**src/hdl/rpn_stack_calculator_assert.svh**
```systemverilog
// assertion macros for the rpn stack calculator
// used by the top level only
`ifndef RPN_STACK_CALCULATOR_ASSERT_SVH
`define RPN_STACK_CALCULATOR_ASSERT_SVH
`ifndef ASSERT_OFF
`define RPN_ASSERT_IMPL(label, clk, rst, a, c) \
  label: assert property (@(posedge clk) disable iff (rst) (a) |-> (c)) \
    else $error("assertion failed");
`define RPN_ASSERT_NEXT(label, clk, rst, a, c) \
  label: assert property (@(posedge clk) disable iff (rst) (a) |=> (c)) \
    else $error("assertion failed");
`else
`define RPN_ASSERT_IMPL(label, clk, rst, a, c)
`define RPN_ASSERT_NEXT(label, clk, rst, a, c)
`endif
`endif

```
**src/hdl/rpn_pkg.sv**
```systemverilog
// package for the rpn stack calculator: command and status codes, types
// no dependencies
`default_nettype none
package rpn_pkg;
  localparam int unsigned CMD_W = 4;
  localparam int unsigned STAT_W = 3;
  localparam int unsigned DATA_W = 32;

  typedef enum logic [CMD_W-1:0] {
    CMD_PUSH = 4'd0, CMD_TOP = 4'd1, CMD_LIST = 4'd2, CMD_CLEAR = 4'd3,
    CMD_ADD = 4'd4, CMD_SUB = 4'd5, CMD_MUL = 4'd6, CMD_DIV = 4'd7,
    CMD_SWAP = 4'd8, CMD_NEG = 4'd9, CMD_DUP = 4'd10
  } cmd_t;

  localparam logic [STAT_W-1:0] ST_VALUE = 3'd0;
  localparam logic [STAT_W-1:0] ST_EMPTY = 3'd1;
  localparam logic [STAT_W-1:0] ST_OPERANDS = 3'd2;
  localparam logic [STAT_W-1:0] ST_DIVZERO = 3'd3;
  localparam logic [STAT_W-1:0] ST_FULL = 3'd4;

  // classified request passed from front to back
  typedef struct packed {
    logic [CMD_W-1:0]  cmd;
    logic [DATA_W-1:0] value;
  } req_t;
endpackage
`default_nettype wire

```
**src/hdl/rpn_if.sv**
```systemverilog
// valid/ready channel interfaces for the rpn stack calculator
// no dependencies
`default_nettype none
interface rpn_in_if;
  logic valid;
  logic ready;
  logic [3:0] command;
  logic signed [31:0] push_value;
  modport source (output valid, command, push_value, input ready);
  modport sink (input valid, command, push_value, output ready);
endinterface

interface rpn_out_if;
  logic valid;
  logic ready;
  logic [2:0] status;
  logic signed [31:0] shown_value;
  logic last;
  modport source (output valid, status, shown_value, last, input ready);
  modport sink (input valid, status, shown_value, last, output ready);
endinterface
`default_nettype wire

```
**src/hdl/rpn_stack_calculator.sv**
```systemverilog
// Top level of the rpn stack calculator: front queue feeding the back sequencer.
// The back end handles one command at a time; a 2-entry queue absorbs input.
// Division uses a restoring divider, one quotient bit per cycle; list reads each entry from the ram.
// Synchronous active-high reset empties the stack and queue; ram is not cleared.
`default_nettype none
`include "rpn_stack_calculator_assert.svh"
module rpn_stack_calculator #(
  parameter int unsigned STACK_DEPTH = 32
) (
  input wire logic clk,
  input wire logic rst,
  rpn_in_if.sink   cmd_in,
  rpn_out_if.source res
);
  import rpn_pkg::*;
  req_t req;
  logic req_valid, req_ready;
  logic [$clog2(STACK_DEPTH+1)-1:0] count;

  rpn_front u_front (
    .clk(clk), .rst(rst), .cmd_in(cmd_in),
    .req(req), .req_valid(req_valid), .req_ready(req_ready)
  );

  rpn_back #(.STACK_DEPTH(STACK_DEPTH)) u_back (
    .clk(clk), .rst(rst), .req(req), .req_valid(req_valid),
    .req_ready(req_ready), .res(res), .count_o(count)
  );

  // stack count never exceeds the depth
  `RPN_ASSERT_IMPL(a_count_range, clk, rst, 1'b1, count <= STACK_DEPTH)
  // results other than value always show zero
  `RPN_ASSERT_IMPL(a_zero_value, clk, rst, res.valid && res.status != ST_VALUE,
    res.shown_value == '0 && res.last)
  // clear empties the stack
  `RPN_ASSERT_NEXT(a_clear, clk, rst, req_valid && req_ready && req.cmd == CMD_CLEAR,
    count == '0)
endmodule
`default_nettype wire

```
**src/hdl/rpn_ram.sv**
```systemverilog
// generic single-port-write, one-read ram with registered read
// no dependencies
`default_nettype none
module rpn_ram #(
  parameter int unsigned WIDTH = 32,
  parameter int unsigned DEPTH = 32
) (
  input  wire logic                     clk,
  input  wire logic                     we,
  input  wire logic [$clog2(DEPTH)-1:0] waddr,
  input  wire logic [WIDTH-1:0]         wdata,
  input  wire logic [$clog2(DEPTH)-1:0] raddr,
  output logic      [WIDTH-1:0]         rdata
);
  logic [WIDTH-1:0] mem [DEPTH];
  always_ff @(posedge clk) begin
    if (we) mem[waddr] <= wdata;
    rdata <= mem[raddr];
  end
endmodule
`default_nettype wire

```
**src/hdl/rpn_front.sv**
```systemverilog
// front end: accepts commands, drops unused codes, two-entry request queue
// depends on rpn_pkg and rpn_if
`default_nettype none
module rpn_front (
  input  wire logic         clk,
  input  wire logic         rst,
  rpn_in_if.sink            cmd_in,
  output rpn_pkg::req_t     req,
  output logic              req_valid,
  input  wire logic         req_ready
);
  import rpn_pkg::*;
  req_t q [2];
  logic [1:0] cnt;
  logic rd_ptr, wr_ptr;
  logic push, pop, legal;

  assign legal = (cmd_in.command <= CMD_DUP);
  assign cmd_in.ready = (cnt != 2'd2);
  assign push = cmd_in.valid && cmd_in.ready && legal;
  assign req_valid = (cnt != 2'd0);
  assign pop = req_valid && req_ready;
  assign req = q[rd_ptr];

  // queue storage and pointers
  always_ff @(posedge clk) begin
    if (push) begin
      q[wr_ptr].cmd <= cmd_in.command;
      q[wr_ptr].value <= cmd_in.push_value;
    end
    if (rst) begin
      cnt <= '0;
      rd_ptr <= 1'b0;
      wr_ptr <= 1'b0;
    end else begin
      if (push) wr_ptr <= ~wr_ptr;
      if (pop) rd_ptr <= ~rd_ptr;
      cnt <= cnt + 2'(push) - 2'(pop);
    end
  end
endmodule
`default_nettype wire

```
**src/hdl/rpn_back.sv**
```systemverilog
// back end: stack memory, sequencer, iterative divider, result register
// depends on rpn_pkg, rpn_if and rpn_ram
`default_nettype none
module rpn_back #(
  parameter int unsigned STACK_DEPTH = 32
) (
  input  wire logic         clk,
  input  wire logic         rst,
  input  rpn_pkg::req_t     req,
  input  wire logic         req_valid,
  output logic              req_ready,
  rpn_out_if.source         res,
  output logic [$clog2(STACK_DEPTH+1)-1:0] count_o
);
  import rpn_pkg::*;
  localparam int unsigned AW = $clog2(STACK_DEPTH);
  localparam int unsigned CW = $clog2(STACK_DEPTH + 1);
  localparam logic [CW-1:0] FULL = CW'(STACK_DEPTH);

  typedef enum logic [3:0] {
    S_IDLE, S_RD1, S_RD2, S_WAITB, S_EXEC, S_DIV, S_WR2, S_LIST, S_LISTW, S_OUT
  } state_t;

  state_t state;
  logic [CW-1:0] count;
  logic [CMD_W-1:0] cmd;
  logic [DATA_W-1:0] a, b, rdata, wdata, quo, rem, ma, mb;
  logic [AW-1:0] raddr, waddr;
  logic we, neg_q;
  logic [5:0] div_i;
  logic [CW-1:0] idx;
  logic [DATA_W:0] trial;
  logic [DATA_W-1:0] prod;
  logic [DATA_W-1:0] pend_wdata;
  logic [AW-1:0] pend_waddr;
  logic out_valid, out_last;
  logic [STAT_W-1:0] out_status;
  logic [DATA_W-1:0] out_value;

  rpn_ram #(.WIDTH(DATA_W), .DEPTH(STACK_DEPTH)) u_ram (
    .clk(clk), .we(we), .waddr(waddr), .wdata(wdata), .raddr(raddr), .rdata(rdata)
  );

  assign count_o = count;
  assign req_ready = (state == S_IDLE) && !out_valid;
  assign res.valid = out_valid;
  assign res.status = out_status;
  assign res.shown_value = out_value;
  assign res.last = out_last;
  assign trial = {rem[DATA_W-2:0], ma[DATA_W-1]} - {1'b0, mb};
  assign prod = a * b;

  // main sequencer
  always_ff @(posedge clk) begin
    we <= 1'b0;
    if (rst) begin
      state <= S_IDLE;
      count <= '0;
      out_valid <= 1'b0;
    end else begin
      if (out_valid && res.ready) out_valid <= 1'b0;
      unique case (state)
        S_IDLE: begin
          if (req_valid && !out_valid) begin
            cmd <= req.cmd;
            out_last <= 1'b1;
            out_value <= '0;
            unique case (req.cmd) inside
              CMD_PUSH: begin
                if (count == FULL) begin
                  out_status <= ST_FULL; out_valid <= 1'b1;
                end else begin
                  we <= 1'b1; waddr <= AW'(count); wdata <= req.value;
                  count <= count + 1'b1;
                end
              end
              CMD_CLEAR: count <= '0;
              CMD_TOP, CMD_NEG: begin
                if (count == '0) begin
                  out_status <= ST_OPERANDS; out_valid <= 1'b1;
                end else begin
                  raddr <= AW'(count - 1'b1); state <= S_RD1;
                end
              end
              CMD_DUP: begin
                if (count == '0) begin
                  out_status <= ST_OPERANDS; out_valid <= 1'b1;
                end else if (count == FULL) begin
                  out_status <= ST_FULL; out_valid <= 1'b1;
                end else begin
                  raddr <= AW'(count - 1'b1); state <= S_RD1;
                end
              end
              CMD_LIST: begin
                if (count == '0) begin
                  out_status <= ST_EMPTY; out_valid <= 1'b1;
                end else begin
                  idx <= count; raddr <= AW'(count - 1'b1); state <= S_LIST;
                end
              end
              default: begin
                if (count < CW'(2)) begin
                  out_status <= ST_OPERANDS; out_valid <= 1'b1;
                end else begin
                  raddr <= AW'(count - 2'd2); state <= S_RD1;
                end
              end
            endcase
          end
        end
        S_RD1: begin
          raddr <= AW'(count - 1'b1); state <= S_RD2;
        end
        S_RD2: begin
          a <= rdata; state <= S_WAITB;
        end
        S_WAITB: begin
          if (cmd == CMD_TOP || cmd == CMD_NEG || cmd == CMD_DUP) begin
            b <= a; state <= S_EXEC;
          end else begin
            b <= rdata; state <= S_EXEC;
          end
        end
        S_EXEC: begin
          state <= S_IDLE;
          unique case (cmd) inside
            CMD_TOP: begin
              out_status <= ST_VALUE; out_value <= b; out_valid <= 1'b1;
            end
            CMD_NEG: begin
              we <= 1'b1; waddr <= AW'(count - 1'b1); wdata <= '0 - b;
            end
            CMD_DUP: begin
              we <= 1'b1; waddr <= AW'(count); wdata <= b; count <= count + 1'b1;
            end
            CMD_ADD, CMD_SUB, CMD_MUL: begin
              we <= 1'b1; waddr <= AW'(count - 2'd2); count <= count - 1'b1;
              wdata <= (cmd == CMD_ADD) ? a + b : (cmd == CMD_SUB) ? a - b : prod;
            end
            CMD_SWAP: begin
              we <= 1'b1; waddr <= AW'(count - 2'd2); wdata <= b;
              pend_waddr <= AW'(count - 1'b1); pend_wdata <= a; state <= S_WR2;
            end
            default: begin
              if (b == '0) begin
                out_status <= ST_DIVZERO; out_valid <= 1'b1;
              end else begin
                ma <= a[DATA_W-1] ? '0 - a : a;
                mb <= b[DATA_W-1] ? '0 - b : b;
                neg_q <= a[DATA_W-1] ^ b[DATA_W-1];
                rem <= '0; quo <= '0; div_i <= '0; state <= S_DIV;
              end
            end
          endcase
        end
        S_DIV: begin
          // one restoring step per cycle
          ma <= {ma[DATA_W-2:0], 1'b0};
          if (!trial[DATA_W]) begin
            rem <= trial[DATA_W-1:0]; quo <= {quo[DATA_W-2:0], 1'b1};
          end else begin
            rem <= {rem[DATA_W-2:0], ma[DATA_W-1]}; quo <= {quo[DATA_W-2:0], 1'b0};
          end
          div_i <= div_i + 1'b1;
          if (div_i == 6'(DATA_W - 1)) state <= S_OUT;
        end
        S_OUT: begin
          we <= 1'b1; waddr <= AW'(count - 2'd2); count <= count - 1'b1;
          wdata <= neg_q ? '0 - quo : quo; state <= S_IDLE;
        end
        S_WR2: begin
          we <= 1'b1; waddr <= pend_waddr; wdata <= pend_wdata; state <= S_IDLE;
        end
        S_LIST: begin
          // read latency slot
          state <= S_LISTW;
        end
        S_LISTW: begin
          if (!out_valid || res.ready) begin
            out_status <= ST_VALUE; out_value <= rdata;
            out_last <= (idx == CW'(1)); out_valid <= 1'b1;
            if (idx == CW'(1)) begin
              state <= S_IDLE;
            end else begin
              idx <= idx - 1'b1; raddr <= AW'(idx - 2'd2); state <= S_LIST;
            end
          end
        end
        default: state <= S_IDLE;
      endcase
    end
  end
endmodule
`default_nettype wire

```
**src/flat_wrapper.sv**
```systemverilog
// flat-port wrapper written by rule: the top's interface ports become plain ports
module rpn_stack_calculator_flat import rpn_pkg::*;
#(
  parameter int unsigned STACK_DEPTH = 32
)
  (clk, rst, cmd_in_valid, cmd_in_command, cmd_in_push_value, cmd_in_ready, res_valid, res_status, res_shown_value, res_last, res_ready);
  rpn_in_if cmd_in_i ();
  rpn_out_if res_i ();
  input wire logic clk;
  input wire logic rst;
  input wire logic [$bits(cmd_in_i.valid)-1:0] cmd_in_valid;
  input wire logic [$bits(cmd_in_i.command)-1:0] cmd_in_command;
  input wire logic [$bits(cmd_in_i.push_value)-1:0] cmd_in_push_value;
  output wire logic [$bits(cmd_in_i.ready)-1:0] cmd_in_ready;
  output wire logic [$bits(res_i.valid)-1:0] res_valid;
  output wire logic [$bits(res_i.status)-1:0] res_status;
  output wire logic [$bits(res_i.shown_value)-1:0] res_shown_value;
  output wire logic [$bits(res_i.last)-1:0] res_last;
  input wire logic [$bits(res_i.ready)-1:0] res_ready;
  assign cmd_in_i.valid = cmd_in_valid;
  assign cmd_in_i.command = cmd_in_command;
  assign cmd_in_i.push_value = cmd_in_push_value;
  assign cmd_in_ready = cmd_in_i.ready;
  assign res_valid = res_i.valid;
  assign res_status = res_i.status;
  assign res_shown_value = res_i.shown_value;
  assign res_last = res_i.last;
  assign res_i.ready = res_ready;
  rpn_stack_calculator #(.STACK_DEPTH(STACK_DEPTH)) u_core (.clk(clk), .rst(rst), .cmd_in(cmd_in_i), .res(res_i));
endmodule
```
**config.mk**
```make
export PLATFORM = sky130hd
export DESIGN_NAME = rpn_stack_calculator_flat
export DESIGN_NICKNAME = d
export VERILOG_FILES = /design/src/hdl/rpn_pkg.sv /design/src/hdl/rpn_if.sv /design/src/hdl/rpn_stack_calculator.sv /design/src/hdl/rpn_ram.sv /design/src/hdl/rpn_front.sv /design/src/hdl/rpn_back.sv /design/src/flat_wrapper.sv
export VERILOG_INCLUDE_DIRS = /design/src /design/src/hdl
export SDC_FILE = /design/constraint.sdc
export NUM_CORES = 2
export LEC_CHECK = 0
export BUFFER_PORTS_ARGS = -buffer_cell sky130_fd_sc_hd__buf_2
export CAP_MARGIN = 30
export CORE_MARGIN = 3
export CORE_UTILIZATION = 45
export CTS_BUF_LIST = sky130_fd_sc_hd__clkbuf_8
export DETAILED_ROUTE_END_ITERATION = 8
export SLEW_MARGIN = 0
export SYNTH_ARGS = -nofsm -noshare
export SYNTH_HDL_FRONTEND = slang
export SYNTH_SLANG_ARGS = --single-unit
export TNS_END_PERCENT = 50
```
**constraint.sdc**
```tcl
create_clock -name clk -period 9.7 [get_ports clk]
set_clock_uncertainty 0.15 [all_clocks]
set_input_delay 1.455 -clock clk [delete_from_list [all_inputs] [get_ports clk]]
set_output_delay 1.455 -clock clk [all_outputs]
set_load 0.05 [all_outputs]
```
### Word-level counts from Yosys, hierarchy flattened

Memories as Yosys holds them, arrays and structs flattened. A register that Yosys moved wholly into a read port is not among the register bits.
Index checks and enable logic that the tools add are counted.

* add/subtract/negate cells: 14
* $mul: 1
* order comparisons: 2
* equality and inequality tests: 55
* mux-type cells: 101
* bitwise gates (word level): 6
* reduce and logical (&&, ||, !) cells: 46

Operators by type and width (count)
* two-way mux 32 bit: 15
* case mux 32 bit (3 select lines): 2
* case mux 32 bit (2 select lines): 2
* case mux 32 bit (4 select lines): 1
* subtractor 1 x 32 -> 32 bit, first input constant: 3
* two-way mux 31 bit: 2
* case mux 31 bit (2 select lines): 1
* two-way mux 6 bit: 9
* two-way mux 5 bit: 10
* case mux 6 bit (2 select lines): 4
* case mux 5 bit (3 select lines): 3
* subtractor 32 x 32 -> 33 bit: 1
* adder 32 bit: 1
* logical NOT 32 bit: 1
* multiplier 32 x 32 -> 32 bit: 1
* two-way mux 4 bit: 8
* case mux 4 bit (8 select lines): 1
* subtractor 32 bit: 1
* two-way mux 3 bit: 10
* != test 3 bit, second input constant: 10
* == test 4 x 3 -> 1 bit, second input constant: 7
* == test 4 bit, second input constant: 7
* != test 2 bit, second input constant: 12
* two-way mux 1 bit: 21
* 49 further kinds: 92

* register bits after elaboration: 339
* RAM bits: 1096
* bits of input ports: 40
* output and inout port bits: 38
* memories kept: 2

Memories
* u_core.u_back.u_ram.mem: depth 32, bits a word 32, rd ports 1, clocked after Yosys merged registers in 1, write ports 1, RTL line rpn_ram.sv:15 `logic [WIDTH-1:0] mem [DEPTH];`
* u_core.u_front.q: depth 2, bits a word 36, rd ports 1, clocked after Yosys merged registers in 1, write ports 1, RTL line rpn_front.sv:13 `req_t q [2];`

### Longest topological paths before layout

* depth in word-level cells: 7
* gate-level depth with buffers: 28

### Modules after synthesis

From an unflattened synthesis, not the netlist that was laid out.

* cells, all modules: 6489
* area, all modules: 81355.5 µm²

By module, submodules not included
* rpn_ram: instances 1, cells each 2260, area each 40485.1 µm², sequential area each 31390.1 µm²
* rpn_back: instances 1, cells each 4089, area each 38009.0 µm², sequential area each 9939.5 µm²
* rpn_front: instances 1, cells each 140, area each 2861.5 µm², sequential area each 2262.2 µm²

### Least setup slack after synthesis

OpenSTA, ideal clock, no wires.

* path kind: flip-flop to flip-flop
* start: register u_core.u_back.b[1]
* end: register u_core.u_back.div_i[0] (enable)
* library setup time: 0.723 ns
* arrival time: 9.119 ns
* data required time: 8.827 ns
* setup slack: -0.292 ns
* cell stages (with the launch flop): 11
* path buffers: 0
* cell sequence: edfxtp_1 -> inv_1 -> ha_1 -> or3b_4 -> nor3_4 -> nand3_2 -> or3_4 -> or4_4 -> or3_4 -> nand2_2 -> a221oi_1

* longest elaborated chain between the ends: 3

RTL lines
* from (decl): RTL line rpn_back.sv:27 `logic [DATA_W-1:0] a, b, rdata, wdata, quo, rem, ma, mb;`
* from (signal assigned): RTL line rpn_back.sv:119 `b <= a; state <= S_EXEC;`
* from (signal assigned): RTL line rpn_back.sv:121 `b <= rdata; state <= S_EXEC;`
* logical NOT 32 bit: RTL line rpn_back.sv:145 `if (b == '0) begin`
* != test 2 bit (no line)
* AND reduction 4 bit (no line)
* to (signal assigned): RTL line rpn_back.sv:164 `div_i <= div_i + 1'b1;`
* to (decl): RTL line rpn_back.sv:30 `logic [5:0] div_i;`

Every way passes these cells.
A chain may end at the register's enable or synchronous reset.

### Worst setup path in the final report

* start: register u_core.u_back.b[4]
* end: register u_core.u_back.wdata[31] (data pin)

* longest elaborated chain between the ends: 5

RTL lines
* multiplier 32 x 32 -> 32 bit or subtractor 32 bit (tied branches): RTL line rpn_back.sv:51, rpn_back.sv:138
* two-way mux 32 bit (2 in a row): RTL line rpn_back.sv:138 `wdata <= (cmd == CMD_ADD) ? a + b : (cmd == CMD_SUB) ? a - b : prod;`
* case mux 32 bit (3 select lines) *: RTL line rpn_back.sv:126 `unique case (cmd) inside`
* case mux 32 bit (4 select lines) *: RTL line rpn_back.sv:62 `unique case (state)`
* to (signal assigned): RTL line rpn_back.sv:138
* to (decl): RTL line rpn_back.sv:27

Mark *: on every way between the ends. The rest lies on a longest branch, timed or not.

==> out/summary.md <==
- max-cap violation count: 0
- met3 wire length: 19300 microns
- Fin Hold WS: 0.286 ns
- fraction of layout cells with a size suffix above 1: 17.9%
- final hold violation count: 0
- top-level I/O count: 78
- net count after synthesis: 6367
- PD cells: 177 nW/um^2
- number of global-route vias before repair: 50700
- gr ovfl total: 0
- worst slack at placement: 0.944 ns
- switching power: 0.00475 W
- standby leakage power: 32.2 nW
- RSZ-0062 raised after global routing: no
- post-layout minimum cycle time: 8.90 ns
- latest clock arrival within the worst-skew pair: 0.99 ns
- chip width: 428 microns
- endpoint kind of the worst setup timing path: flop
- num rows: 154
- Net count, final: 6553
- htree depth: 4
- Final setup violation count: 0
- final total negative setup slack: 0 ns
- count of vias placed by the detailed router: 50000
- final wirelength: 250000 microns
- final non-filler cell area: 88900 sq um
- count of mapped cells out of synthesis: 5683
- data arrival time at the worst-slack endpoint: 9.50 ns
- highest routing layer actually used: met5
- clock tree from TritonCTS: built
- RePlAce Congestion: 0.984
- Floorplan Core Area: 176000 sq um
- share of async-settable or async-resettable flops after synthesis: 0%
- Resized cells post-CTS: 0
- startpoint types: flop
- Avg Cell Area, Syn: 14.1 sq um
- number of enable flip-flop cells after synthesis: 1419
- primary flip-flop cell chosen by synthesis mapping: sky130_fd_sc_hd__edfxtp_1
- Met1 Wirelength: 99700 microns
- die span in y: 428 microns
- source of the critical timing path: u_core.u_back.b[4]$_DFFE_PP_
- number of detailed-route iterations in the first pass: 9
- number of max-slew violations in the final report: 0
- Die Outline Area: 183000 sq um
- maximum clock frequency: 112 MHz
- drt drc: 0
- worst endpoint required time: 10.30 ns
- Detail Route Antenna Nets: 0
- area added between synthesis and finish: 11.2%
- flop and latch count out of synthesis: 1468
- cell area reported after detailed placement: 83800 sq um
- routed wirelength normalized by instance count: 29.7 microns
- antenna violations before repair: 22
- transition time of the tightest slew-check pin: 1.12 ns
- dpl hpwl: 164000 microns
- clock transition at the register clock pins on the worst setup and hold paths after CTS: 0.06 ns
- internal power: 0.0110 W
- global-route wire length before repair: 362000 microns
- Switching Share: 30.1%
- largest net degree at the start of global routing: 136
- critical setup path kind: flop to flop
- startpoint of the worst register-to-register path: u_core.u_back.b[4]$_DFFE_PP_
- proportion of power drawn by combinational gates: 19.1%
- starting density of the core: 45.4%
- CTS Buf Count: 240
- type of the worst min-delay path: flop to flop
- Fill cells: 15000
- post-CTS repair timing setup buffer count: 0
- share of total power in the clock network: 34.7%
- final clock period utilization by the worst path: 91.8%
- Total Power: 0.0158 W
- library cell used as clock root buffer: sky130_fd_sc_hd__clkbuf_8
- distinct cell type count of the synthesized netlist: 98
- length of routed met2 wiring: 119000 microns
- result of the run: finished, final reports clean
- number of synthesis warnings: 0
- Max-Slew Margin vs Limit: 24.7%
- largest driver fanout on the critical path: 24
- sequential fraction of design power: 46.3%
- sequential share of the synthesized area: 54.5%
- clock sink count: 1468
- buffers added on ports: 77
- number of hold buffers added after CTS: 0
- worst path setup slack after routing: 0.799 ns
- IR Drop Worst-Case VDD: 0.134 mV
- Avg Vias per Cell: 5.93
- global-route usage over all layers: 27.6%
- DR iter-0 viols: 5793
- Longest Clk Path Bufs: 3
- Post-Synthesis Cell Area: 80000 sq um
- Worst Hold Launch: u_core.u_back.u_ram.rdata[25]$_DFF_P_
## metrics by stage
stage	cells	utilization (%)
2_1_floorplan	5683	-
3_3_place_gp	7947	47.4
3_5_place_dp	7957	47.5
4_1_cts	8411	50.3
5_1_grt	8424	50.4
6_report	8430	50.4
## Yosys cell counts (all sizes together), types with 7 or more instances
master,n,area share [%]
edfxtp,1419,53
inv,514,2.4
nand2,451,2.1
fa,411,10
mux4,320,9.0
and2,296,2.3
clkbuf,272,1.4
nor2,258,1.2
ha,233,3.6
o21ai,205,1.3
xnor2,165,1.8
a21oi,163,1.0
xor2,78,0.85
mux2,76,1.1
nand3,58,0.37
nor3,53,0.36
mux2i,52,0.65
dfxtp,49,1.2
buf,46,0.25
o31ai,40,0.38
o221ai,34,0.37
a21o,32,0.30
or3,30,0.25
a211oi,28,0.26
a31oi,26,0.21
nor2b,26,0.20
nand2b,25,0.20
o211ai,24,0.23
a221oi,23,0.25
o21bai,23,0.22
o22ai,23,0.18
o21a,20,0.19
and3,15,0.12
nand4,15,0.12
or4,15,0.15
a22oi,13,0.12
nor4,13,0.12
o41ai,13,0.14
o311ai,11,0.13
a221o,9,0.11
a222oi,9,0.11
nand3b,9,0.084
a311oi,7,0.084
o2111ai,7,0.077
o31a,7,0.078
## per-layer routing
layer	GRT usage [%]	up-vias
li1	-	21100
met1	36.5	26000
met2	44.2	2238
met3	5.78	539
met4	12.4	12
met5	0	-
## worst max-delay path, stage by stage (launching register included)
cell                        delay [ns]
sky130_fd_sc_hd__edfxtp_1         1.04
sky130_fd_sc_hd__and2_1           0.25
sky130_fd_sc_hd__fa_1             0.41
sky130_fd_sc_hd__inv_1            0.08
sky130_fd_sc_hd__fa_1             0.43
sky130_fd_sc_hd__fa_1             0.49
sky130_fd_sc_hd__fa_1             0.55
sky130_fd_sc_hd__inv_1            0.05
sky130_fd_sc_hd__fa_1             0.49
sky130_fd_sc_hd__inv_1            0.05
sky130_fd_sc_hd__fa_1             0.53
sky130_fd_sc_hd__inv_1            0.05
sky130_fd_sc_hd__fa_1             0.49
sky130_fd_sc_hd__fa_1             0.41
sky130_fd_sc_hd__ha_1             0.37
sky130_fd_sc_hd__nand2_1          0.10
sky130_fd_sc_hd__a2bb2oi_1        0.22
sky130_fd_sc_hd__a21oi_1          0.09
sky130_fd_sc_hd__nor2_1           0.11
sky130_fd_sc_hd__o31ai_1          0.09
sky130_fd_sc_hd__buf_4            0.17
sky130_fd_sc_hd__a31oi_1          0.44
sky130_fd_sc_hd__o21ai_0          0.28
sky130_fd_sc_hd__o41ai_1          0.73
sky130_fd_sc_hd__xnor2_1          0.25
sky130_fd_sc_hd__a311oi_1         0.34
## layout by cell type, fill, tap and decap left out, types with 165 or more instances in the layout
master and n:
sky130_fd_sc_hd__xnor2_1 165, sky130_fd_sc_hd__inv_1 577, sky130_fd_sc_hd__nand2_1 449, sky130_fd_sc_hd__and2_1 294
sky130_fd_sc_hd__clkbuf_8 261, sky130_fd_sc_hd__ha_1 233, sky130_fd_sc_hd__fa_1 411, sky130_fd_sc_hd__nor2_1 221
sky130_fd_sc_hd__o21ai_0 201, sky130_fd_sc_hd__edfxtp_1 1419, sky130_fd_sc_hd__buf_4 166, sky130_fd_sc_hd__mux4_2 320
## power by group through the flow
stage | Clock [W] | Sequential [W] | Combinational (W)
global route | 0.00588 | 0.00730 | 0.00317
detailed placement | 0 | 0.00743 | 0.00296
floorplan | 0 | 0.00743 | 0.00172
finish | 0.00547 | 0.00730 | 0.00301
global placement | 0 | 0.00743 | 0.00294
CTS | 0.00558 | 0.00730 | 0.00298
## kinds of logic after synthesis
kind of cell / Yosys count / share of synthesized area, %
compound gates: 757 / 6.22
xor+xnor: 243 / 2.66
fa+ha+maj: 644 / 13.9
buf+inv: 833 / 4.06
flops: 1468 / 54.5
mux: 448 / 10.7
simple gates: 1290 / 7.88
## sequential cells by signal, summed over array words and instances (netlist names), 32 cells and up, named ones only
signal	cells
u_core.u_back.u_ram.mem	1024
u_core.u_front.q	72
u_core.u_back.a	32
u_core.u_back.b	32
u_core.u_back.ma	32
u_core.u_back.mb	32
u_core.u_back.pend_wdata	32
u_core.u_back.quo	32
u_core.u_back.res.shown_value	32
u_core.u_back.u_ram.rdata	32
u_core.u_back.wdata	32
## worst paths after layout
| kind | endpoint | slack [ns] | cells past startpoint |
|---|---|---|---|
| hold / removal | u_core.u_back.a[25]$_DFFE_PP_ | 0.29 | 0 |
| setup / recovery | u_core.u_back.wdata[31]$_DFFE_PP_ | 0.80 | 25 |
| setup reg to reg | u_core.u_back.wdata[31]$_DFFE_PP_ | 0.80 | 25 |
| hold reg to reg | u_core.u_back.a[25]$_DFFE_PP_ | 0.29 | 0 |
## final cells by class
cell class	instances	area, sq um	share of cell area (%)
repair buffers	262	2040	2.30
inverters	515	1930	2.17
well taps	2340	2930	3.29
clock buffers	261	3590	4.04
multi-input cells	3382	33500	37.7
diodes	9	22.5	0.0253
clock inverters	193	1280	1.44
flip-flops and latches	1468	43600	49.0
(Power assumes the default switching activity.)
